--- src/sv/b64enc_pkg.sv ---
// Shared types, constants and the character map for the Base64 stream encoder.
// Used by every module of the block; has no dependencies.
`default_nettype none
package b64enc_pkg;

  localparam int QDEPTH = 2;
  localparam int QPTR_W = 1;
  localparam int QCNT_W = 2;

  localparam logic REG_URL_MODE    = 1'b0;
  localparam logic REG_LINE_LENGTH = 1'b1;

  localparam logic [1:0] PH_FIRST  = 2'd0;
  localparam logic [1:0] PH_SECOND = 2'd1;
  localparam logic [1:0] PH_THIRD  = 2'd2;

  localparam logic [7:0] CH_UPPER = 8'h41;
  localparam logic [7:0] CH_LOWER = 8'h61;
  localparam logic [7:0] CH_DIGIT = 8'h30;
  localparam logic [7:0] CH_PLUS  = 8'h2B;
  localparam logic [7:0] CH_MINUS = 8'h2D;
  localparam logic [7:0] CH_SLASH = 8'h2F;
  localparam logic [7:0] CH_UNDER = 8'h5F;
  localparam logic [7:0] CH_PAD   = 8'h3D;
  localparam logic [7:0] CH_NL    = 8'h0A;

  typedef struct packed {
    logic       pad;
    logic [5:0] idx;
  } sym_t;

  typedef struct packed {
    logic            last;
    logic [1:0]      last_idx;
    sym_t [3:0]      sym;
  } entry_t;

  function automatic logic [7:0] map_char(logic [5:0] idx, logic url);
    logic [7:0] i8;
    logic [7:0] c;
    i8 = {2'b00, idx};
    if (idx < 6'd26) begin
      c = CH_UPPER + i8;
    end else if (idx < 6'd52) begin
      c = CH_LOWER + i8 - 8'd26;
    end else if (idx < 6'd62) begin
      c = CH_DIGIT + i8 - 8'd52;
    end else if (idx == 6'd62) begin
      c = url ? CH_MINUS : CH_PLUS;
    end else begin
      c = url ? CH_UNDER : CH_SLASH;
    end
    return c;
  endfunction

endpackage
`default_nettype wire

--- src/sv/base64_stream_encoder_top.sv ---
// Top level of the Base64 stream encoder: configuration registers, front end,
// symbol queue and back end. Uses b64enc_pkg and the b64enc_* modules.
//
//   channel  | handshake             | payload
//   ---------+-----------------------+---------------------------
//   data in  | data_valid/data_stall | data_byte, last_byte
//   char out | char_valid/char_stall | out_char, last_char
//   config   | cfg_we                | cfg_index, cfg_data
//
// The front end takes one byte per cycle while the two-entry queue has room.
// The back end sends one character or newline per cycle unless char_stall
// holds it or the queue is empty; a byte gives one or two characters plus
// any newline and padding, a full 3-byte group four. Synchronous reset
// clears the group phase, queue, line count and output valid flag.
// char_stall holds the output register; a full queue raises data_stall.
`default_nettype none
module base64_stream_encoder_top (
  input  wire logic        clk,
  input  wire logic        rst,
  input  wire logic        data_valid,
  output logic             data_stall,
  input  wire logic [7:0]  data_byte,
  input  wire logic        last_byte,
  output logic             char_valid,
  input  wire logic        char_stall,
  output logic [7:0]       out_char,
  output logic             last_char,
  input  wire logic        cfg_we,
  input  wire logic        cfg_index,
  input  wire logic [7:0]  cfg_data
);

  logic                      url_mode;
  logic [7:0]                line_length;
  logic                      q_full;
  logic                      push;
  logic                      pop;
  logic                      head_valid;
  b64enc_pkg::entry_t        push_entry;
  b64enc_pkg::entry_t        head_entry;

  always_ff @(posedge clk) begin
    if (rst) begin
      url_mode    <= 1'b0;
      line_length <= '0;
    end else if (cfg_we) begin
      unique case (cfg_index)
        b64enc_pkg::REG_URL_MODE:    url_mode    <= cfg_data[0];
        b64enc_pkg::REG_LINE_LENGTH: line_length <= cfg_data;
        default: ;
      endcase
    end
  end

  b64enc_front u_front (
    .clk        (clk),
    .rst        (rst),
    .data_valid (data_valid),
    .data_stall (data_stall),
    .data_byte  (data_byte),
    .last_byte  (last_byte),
    .q_full     (q_full),
    .push       (push),
    .push_entry (push_entry)
  );

  b64enc_queue u_queue (
    .clk        (clk),
    .rst        (rst),
    .push       (push),
    .push_entry (push_entry),
    .full       (q_full),
    .pop        (pop),
    .head_valid (head_valid),
    .head_entry (head_entry)
  );

  b64enc_back u_back (
    .clk         (clk),
    .rst         (rst),
    .url_mode    (url_mode),
    .line_length (line_length),
    .head_valid  (head_valid),
    .head_entry  (head_entry),
    .pop         (pop),
    .char_valid  (char_valid),
    .char_stall  (char_stall),
    .out_char    (out_char),
    .last_char   (last_char)
  );

endmodule
`default_nettype wire

--- src/sv/b64enc_front.sv ---
// Front end: takes raw bytes, tracks group phase and leftover bits, and
// builds one queue entry of up to four symbols per byte. Uses b64enc_pkg.
`default_nettype none
module b64enc_front (
  input  wire logic                clk,
  input  wire logic                rst,
  input  wire logic                data_valid,
  output logic                     data_stall,
  input  wire logic [7:0]          data_byte,
  input  wire logic                last_byte,
  input  wire logic                q_full,
  output logic                     push,
  output b64enc_pkg::entry_t       push_entry
);

  logic [1:0] group_phase;
  logic [3:0] leftover_bits;
  logic [1:0] group_phase_next;
  logic [3:0] leftover_bits_next;

  assign data_stall = q_full;
  assign push       = data_valid && !q_full;

  always_comb begin
    push_entry          = '0;
    push_entry.last     = last_byte;
    group_phase_next    = b64enc_pkg::PH_FIRST;
    leftover_bits_next  = '0;
    unique case (group_phase)
      b64enc_pkg::PH_SECOND: begin
        push_entry.sym[0].idx = {leftover_bits[1:0], data_byte[7:4]};
        leftover_bits_next    = data_byte[3:0];
        group_phase_next      = b64enc_pkg::PH_THIRD;
        if (last_byte) begin
          push_entry.sym[1].idx = {data_byte[3:0], 2'b00};
          push_entry.sym[2].pad = 1'b1;
          push_entry.last_idx   = 2'd2;
        end
      end
      b64enc_pkg::PH_THIRD: begin
        push_entry.sym[0].idx = {leftover_bits, data_byte[7:6]};
        push_entry.sym[1].idx = data_byte[5:0];
        push_entry.last_idx   = 2'd1;
      end
      default: begin
        push_entry.sym[0].idx = data_byte[7:2];
        leftover_bits_next    = {2'b00, data_byte[1:0]};
        group_phase_next      = b64enc_pkg::PH_SECOND;
        if (last_byte) begin
          push_entry.sym[1].idx = {data_byte[1:0], 4'b0000};
          push_entry.sym[2].pad = 1'b1;
          push_entry.sym[3].pad = 1'b1;
          push_entry.last_idx   = 2'd3;
        end
      end
    endcase
    if (last_byte) begin
      group_phase_next   = b64enc_pkg::PH_FIRST;
      leftover_bits_next = '0;
    end
  end

  always_ff @(posedge clk) begin
    if (rst) begin
      group_phase   <= b64enc_pkg::PH_FIRST;
      leftover_bits <= '0;
    end else if (push) begin
      group_phase   <= group_phase_next;
      leftover_bits <= leftover_bits_next;
    end
  end

endmodule
`default_nettype wire

--- src/sv/b64enc_queue.sv ---
// Two-entry queue of symbol groups between the front end and the back end.
// Uses b64enc_pkg for the entry type and depth constants.
`default_nettype none
module b64enc_queue (
  input  wire logic                clk,
  input  wire logic                rst,
  input  wire logic                push,
  input  wire b64enc_pkg::entry_t  push_entry,
  output logic                     full,
  input  wire logic                pop,
  output logic                     head_valid,
  output b64enc_pkg::entry_t       head_entry
);

  b64enc_pkg::entry_t                 slots [b64enc_pkg::QDEPTH];
  logic [b64enc_pkg::QPTR_W-1:0]      wr_ptr;
  logic [b64enc_pkg::QPTR_W-1:0]      rd_ptr;
  logic [b64enc_pkg::QCNT_W-1:0]      count;

  assign full       = (count == b64enc_pkg::QCNT_W'(b64enc_pkg::QDEPTH));
  assign head_valid = (count != '0);
  assign head_entry = slots[rd_ptr];

  always_ff @(posedge clk) begin
    if (push) begin
      slots[wr_ptr] <= push_entry;
    end
  end

  always_ff @(posedge clk) begin
    if (rst) begin
      wr_ptr <= '0;
      rd_ptr <= '0;
      count  <= '0;
    end else begin
      if (push) begin
        wr_ptr <= wr_ptr + 1'b1;
      end
      if (pop) begin
        rd_ptr <= rd_ptr + 1'b1;
      end
      if (push && !pop) begin
        count <= count + 1'b1;
      end else if (pop && !push) begin
        count <= count - 1'b1;
      end
    end
  end

endmodule
`default_nettype wire

--- src/sv/b64enc_back.sv ---
// Back end: walks the head entry symbols one per cycle when not stalled, inserts
// line breaks, maps symbols to ASCII and drives the output register. Uses b64enc_pkg.
`default_nettype none
module b64enc_back (
  input  wire logic                clk,
  input  wire logic                rst,
  input  wire logic                url_mode,
  input  wire logic [7:0]          line_length,
  input  wire logic                head_valid,
  input  wire b64enc_pkg::entry_t  head_entry,
  output logic                     pop,
  output logic                     char_valid,
  input  wire logic                char_stall,
  output logic [7:0]               out_char,
  output logic                     last_char
);

  logic [1:0]        sym_sel;
  logic [7:0]        line_count;
  logic              load;
  logic              emit;
  logic              need_nl;
  logic              end_of_entry;
  b64enc_pkg::sym_t  cur;
  logic [7:0]        cur_char;

  assign load         = !char_valid || !char_stall;
  assign emit         = load && head_valid;
  assign need_nl      = (line_length != 8'd0) && (line_count >= line_length);
  assign end_of_entry = (sym_sel == head_entry.last_idx);
  assign pop          = emit && !need_nl && end_of_entry;
  assign cur          = head_entry.sym[sym_sel];
  assign cur_char     = cur.pad ? b64enc_pkg::CH_PAD
                                : b64enc_pkg::map_char(cur.idx, url_mode);

  always_ff @(posedge clk) begin
    if (rst) begin
      char_valid <= 1'b0;
      sym_sel    <= '0;
      line_count <= '0;
    end else begin
      if (load) begin
        char_valid <= head_valid;
      end
      if (emit) begin
        if (need_nl || (end_of_entry && head_entry.last)) begin
          line_count <= '0;
        end else begin
          line_count <= (line_length != 8'd0) ? line_count + 8'd1 : 8'd0;
        end
        if (!need_nl) begin
          if (end_of_entry) begin
            sym_sel <= '0;
          end else begin
            sym_sel <= sym_sel + 2'd1;
          end
        end
      end
    end
  end

  always_ff @(posedge clk) begin
    if (emit) begin
      out_char  <= need_nl ? b64enc_pkg::CH_NL : cur_char;
      last_char <= !need_nl && end_of_entry && head_entry.last;
    end
  end

endmodule
`default_nettype wire
--- config.mk ---
export PLATFORM = sky130hd
export DESIGN_NAME = base64_stream_encoder_top
export DESIGN_NICKNAME = d
export VERILOG_FILES = /design/src/sv/b64enc_pkg.sv /design/src/sv/base64_stream_encoder_top.sv /design/src/sv/b64enc_front.sv /design/src/sv/b64enc_queue.sv /design/src/sv/b64enc_back.sv
export SDC_FILE = /design/constraint.sdc
export NUM_CORES = 1
export LEC_CHECK = 0
export ABC_CLOCK_PERIOD_IN_PS = 2900
export BUFFER_PORTS_ARGS = -buffer_cell sky130_fd_sc_hd__buf_2
export CORE_ASPECT_RATIO = 0.8
export CORE_MARGIN = 2
export CORE_UTILIZATION = 41
export DETAILED_ROUTE_END_ITERATION = 12
export REMOVE_ABC_BUFFERS = 1
export SYNTH_ARGS = -nofsm -noshare
export SYNTH_HDL_FRONTEND = slang
export SYNTH_SLANG_ARGS = --single-unit
--- constraint.sdc ---
create_clock -name clk -period 2.9 [get_ports clk]
set_input_delay 0.87 -clock clk [delete_from_list [all_inputs] [get_ports clk]]
set_output_delay 0.87 -clock clk [all_outputs]
set_load 0.05 [all_outputs]
; ---- Word-level counts from Yosys, hierarchy flattened
; Memory sizes are Yosys's and may differ from the RTL's. A register that Yosys moved wholly into a read port is not among the register bits.
; Index checks and enable logic that the tools add are counted.
[op_classes]
addsub = 11
order_cmp = 5
n_eq_ne = 5
muxes = 32
bitwise = 2
reduce_logical = 26
[op_table]
columns = cell, count
row1 = $mux 8, 6
row2 = $pmux 6 s2, 2
row3 = $mux 6, 3
row4 = $add 7x6->8 const A, 2
row5 = $bmux 7 s2, 1
row6 = $mux 7, 2
row7 = $lt 6x6->1 const B, 2
row8 = $logic_and 1x1->1, 10
row9 = $mux 2, 5
row10 = $add 8x1->8 const B, 1
row11 = $ge 8x8->1, 1
row12 = $pmux 2 s2, 2
row13 = $pmux 4 s2, 1
row14 = $reduce_bool 8->1, 1
row15 = $sub 8x5->8 const B, 1
row16 = $sub 8x6->8 const B, 1
row17 = $add 6x6->7 const A, 1
row18 = $mux 1, 7
row19 = $eq 6x6->1 const B, 1
row20 = $logic_not 1->1, 6
row21 = $lt 6x5->1 const B, 1
row22 = $mux 3, 2
row23 = $reduce_and 2->1, 3
row24 = $add 2x1->2 const B, 2
row25 = other kinds (11), 17
[totals]
reg_bits = 39
ram_bits = 34
in_bits = 23
output_inout_bits = 11
elab_cells = 95
n_memories = 1
[memory_table]
columns = memory, words, word_bits, rd, rd_ports_with_merged_regs, write_ports, line
row1 = u_queue.slots, 2, 17, 1, 1, 1, b64enc_queue.sv:15  ; b64enc_pkg::entry_t slots [b64enc_pkg::QDEPTH];

; ---- Longest topological paths before layout
[logic_depth]
depth_word = 8
mapped_depth = 11

; ---- Hierarchy
; From an unflattened synthesis, not the netlist that was laid out.
[unflattened]
cells_unflattened = 453
area_unflattened_um2 = 5434.0
[modules_own_cells]
columns = mod, instances, cells_each, area_each_um2, seq_area_each_um2
row1 = b64enc_queue, 1, 118, 2436.1, 1961.9
row2 = b64enc_back, 1, 208, 1936.9, 490.5
row3 = b64enc_front, 1, 87, 649.4, 120.1
row4 = base64_stream_encoder_top, 1, 40, 411.6, 180.2

; ---- Worst setup path before layout
; OpenSTA, ideal clock, no wires.
[synth_timing]
kind = register to register
startpoint = register (tool-made name)
endpoint = register u_back.out_char[1] (data pin)
setup_ns = 0.254
arrival_ns = 2.367
t_required_ns = 2.646
path_slack_ns = 0.279
stages_incl_launch_ff = 11
path_buffers = 2
synth_period_minus_slack_ns = 2.621
path_cell_list = dfxtp_1 > buf_6 > mux4_1 > nor2b_1 > ha_1 > nand2_1 > nand3_2 > clkbuf_8 > mux2i_1 > nand2_1 > a21o_1
[synth_rtl]
columns = element, line
row1 = to (signal assigned), b64enc_back.sv:64  ; out_char <= need_nl ? b64enc_pkg::CH_NL : cur_char;
row2 = to (decl), b64enc_back.sv:14  ; output logic [7:0] out_char,

==> flow_summary_export.csv <==
group,metric,value,unit
setup_path,cp_max_fo,6,
drt,dr_total_vias,2974,
drt,first_pass_iters,4,
setup_path,slowest_delay,600,ps
placed_design,hpwl,6060,um
setup_path,required,3090,ps
floorplanning,top_level_ports,34,
setup_path,path_cells,"mux4_1 -> nand2b_1 -> buf_4 -> ha_1 -> nor2b_1 -> xnor2_1 -> or3_1 -> a41o_1 -> a21oi_1",
synth,synthesis.area,0.00407,mm^2
global_routing,antenna_found_initial,0,
timing,finalSetupViolations,0,
global_routing,gr-total-overflow,0,
placed_design,gp_congestion,0.856,
power,vdd_drop_max,0.523,mV
cts,clock_path_buffers,2,
synth,synth.avg_cell_area,10.4,um^2
cts,post_cts_buffers,0,
setup_path,rr_endpoint,"u_back.out_char[6]",
synth,synthCells,391,
synth,synth_seq_cells,74,
global_routing,grt_pass1_vias,2841,
floorplanning,die-area,0.0107,mm^2
hold_path,min_from,"line_length[5]",
setup_path,critPathBufInv,1,
synth,synth_top_family_by_area,"simple AND/OR/NAND/NOR gates",
final_layout,area_growth,16.4,%
drt,post_drt_wl_per_cell,14.6,um
cts,cts_tree,"done",
setup_path,crit_arrival,2830,ps
cts,cts_root_buffer,"clkbuf_16",
setup_path,endpoint_kind,"flip-flop",
final_layout,fin_nets,480,
setup_path,start_kind,"flip-flop",
status,outcome,"completed",
drt,drt_iter0_markers,128,
drt,drc,0,
setup_path,crit_cells,9,
global_routing,grt_max_degree,28,
final_layout,antennaDiodeCount,0,
setup_path,cp_slowest_cell,"mux4_1",
power,p_per_area,979,mW/mm^2
power,leakage,1.81,nW
timing,worst_pin_slew,549,ps
timing,slew_headroom,63.4,%
synth,synth_warnings,0,
timing,rsz0062_at_grt,"false",
cts,cts_made_buffers,9,
timing,finalCritPeriodShare,91.3,%
cts,cts.sinks,74,
synth,synth_xor_area_share,2.58,%
setup_path,rr_worst_depth,9,
flow_run,maxCapViolCount,0,
synth,ys_types,61,
placed_design,portBuffers,33,
floorplanning,start_util,42.2,%
setup_path,critPathTopFamily,"simple AND/OR/NAND/NOR gates",
final_layout,layout-drive-gt1-share,19.1,%
timing,finClkSkew,5.49,ps
hold_path,hp-class,"reg2reg",
cts,htreeDepth,3,
synth,synthFlopType,"edfxtp_1",
synth,synth.area.mux_share,6.39,%
timing,layout_min_cycle_time,2650,ps
synth,postSynth.asyncResetShare,0,%
timing,tns,0,ps
setup_path,path_class,"reg2reg",
floorplanning,coreArea,0.00965,mm^2
final_layout,fillers,884,
global_routing,grt_pass1_wl,13800,um
floorplanning,rows,32,
setup_path,critPathCapture,"u_back.out_char[6]",
synth,yosysSeqAreaShare,47.0,%
global_routing,grt_use_total,16.5,%
synth,synthSimpleGateAreaFrac,17.1,%
floorplanning,die_x,115,um
cts,clkSlewWorstSetupHoldPaths,60,ps
synth,synth-edff-count,43,
cts,clock_latency,340,ps
drt,ant_nets,0,
timing,report.final.hold_viol_count,0,
setup_path,rrSetupSlack,250,ps
floorplanning,die_h,93.1,um
final_layout,layout_commonest_cell,"edfxtp_1",
synth,synthAdderAreaFrac,7.07,%
final_layout,layout_common_cells,"edfxtp_1 (43), nor2_1 (36), nand2_1 (33), buf_2 (33), dfxtp_1 (30)",
timing,max_clock_freq,378,MHz
drt,drt-total-wl,8380,um
synth,synth_compound_area_share,15.0,%
timing,timing.hold.ws,476,ps
timing,drv_slew,0,
drt,vias_per_cell,5.17,
cell families after synthesis:
logic type,Yosys count
xor+xnor,12
simple gates,138
compound gates,86
buf+inv,43
flops,74
fa+ha+maj,23
mux,15
layout make-up:
| cell class | instances | area, um^2 | area share (%) |
|---|---|---|---|
| clock buffers | 9 | 225 | 4.75 |
| clock inverters | 7 | 76.3 | 1.61 |
| inverters | 24 | 90.1 | 1.90 |
| multi-input cells | 274 | 1960 | 41.4 |
| flip-flops and latches | 74 | 1910 | 40.4 |
| well taps | 136 | 170 | 3.59 |
| repair buffers | 51 | 300 | 6.34 |
worst register-to-register path, stage by stage, from the launching register on:
cell and delay, ps:
dfxtp_2 420, mux4_1 600, nand2b_1 220, buf_4 180, ha_1 170, nor2b_1 160, xnor2_1 80, or3_1 310
a41o_1 220, a21oi_1 150
worst min path at each step:
stage | end | slack (ps) | cells after the start
final | line_length[5] | 480 | 2
after global routing | line_length[3] | 490 | 2
after CTS | line_length[3] | 480 | 2
after detailed placement | line_length[3] | 470 | 2
after global placement | line_length[4] | 470 | 2
after floorplan | line_length[2] | 440 | 2
cell usage after synthesis, types with 3 or more instances:
cell	n	share of area, %
edfxtp_1	43	32
nor2_1	36	3.3
nand2_1	33	3.0
dfxtp_1	31	15
inv_1	24	2.2
a21oi_1	23	2.8
ha_1	23	7.1
nand3_1	18	2.2
o21ai_0	14	1.7
clkbuf_1	12	1.1
a22oi_1	11	2.0
nand2b_1	10	1.5
xnor2_1	9	1.9
nor2b_1	8	1.2
a32oi_1	6	1.3
mux2i_1	5	1.2
mux4_1	5	3.2
nor3b_1	5	0.92
a21o_1	4	0.74
and2_1	4	0.61
nor3_1	4	0.49
or3_1	4	0.61
buf_2	3	0.37
mux2_2	3	0.83
nor4_1	3	0.46
xor2_1	3	0.65
where the power goes:
group	switching (W)	leakage (nW)	internal [W]
sequential	0.0000905	0.662	0.00137
combinational	0.00125	1.01	0.000812
clock	0.000451	0.142	0.000671
total	0.00179	1.81	0.00285
flip-flops by register name, indices dropped and copies added (netlist names), named ones only:
signal,count
u_queue.wr_ptr,1
u_back.line_count,8
u_back.out_char,8
u_queue.count,2
u_front.group_phase,2
u_back.char_valid,1
u_queue.rd_ptr,1
line_length,8
u_queue.slots,34
u_front.leftover_bits,4
u_back.sym_sel,2
url_mode,1
u_back.last_char,1
repair_timing:
item,CTS,global route
setup endpoints to repair,0,4
resized for setup,0,2
hold buffers,0,0
stage by stage:
stage	util [%]	setup WS, ps	area [um^2]	power, W	instances
3_5_place_dp	46.0	162	4430	0.00352	559
2_1_floorplan	-	29.1	3960	0.00293	372
4_1_cts	49.1	125	4740	0.00467	575
6_report	49.1	251	4740	0.00464	575
3_3_place_gp	46.0	187	4430	0.00352	559
5_1_grt	49.1	51.5	4740	0.00492	575
routing by layer:
layer / track usage, % / up-vias / part of all wire, %
met5: 0 / - / 0
met4: 4.92 / 0 / 1.3
met3: 4.73 / 8 / 4.5
met2: 24.8 / 66 / 44
met1: 23.0 / 1374 / 50
li1: - / 1526 / -
Note: power is estimated with default switching activity, not from simulation.
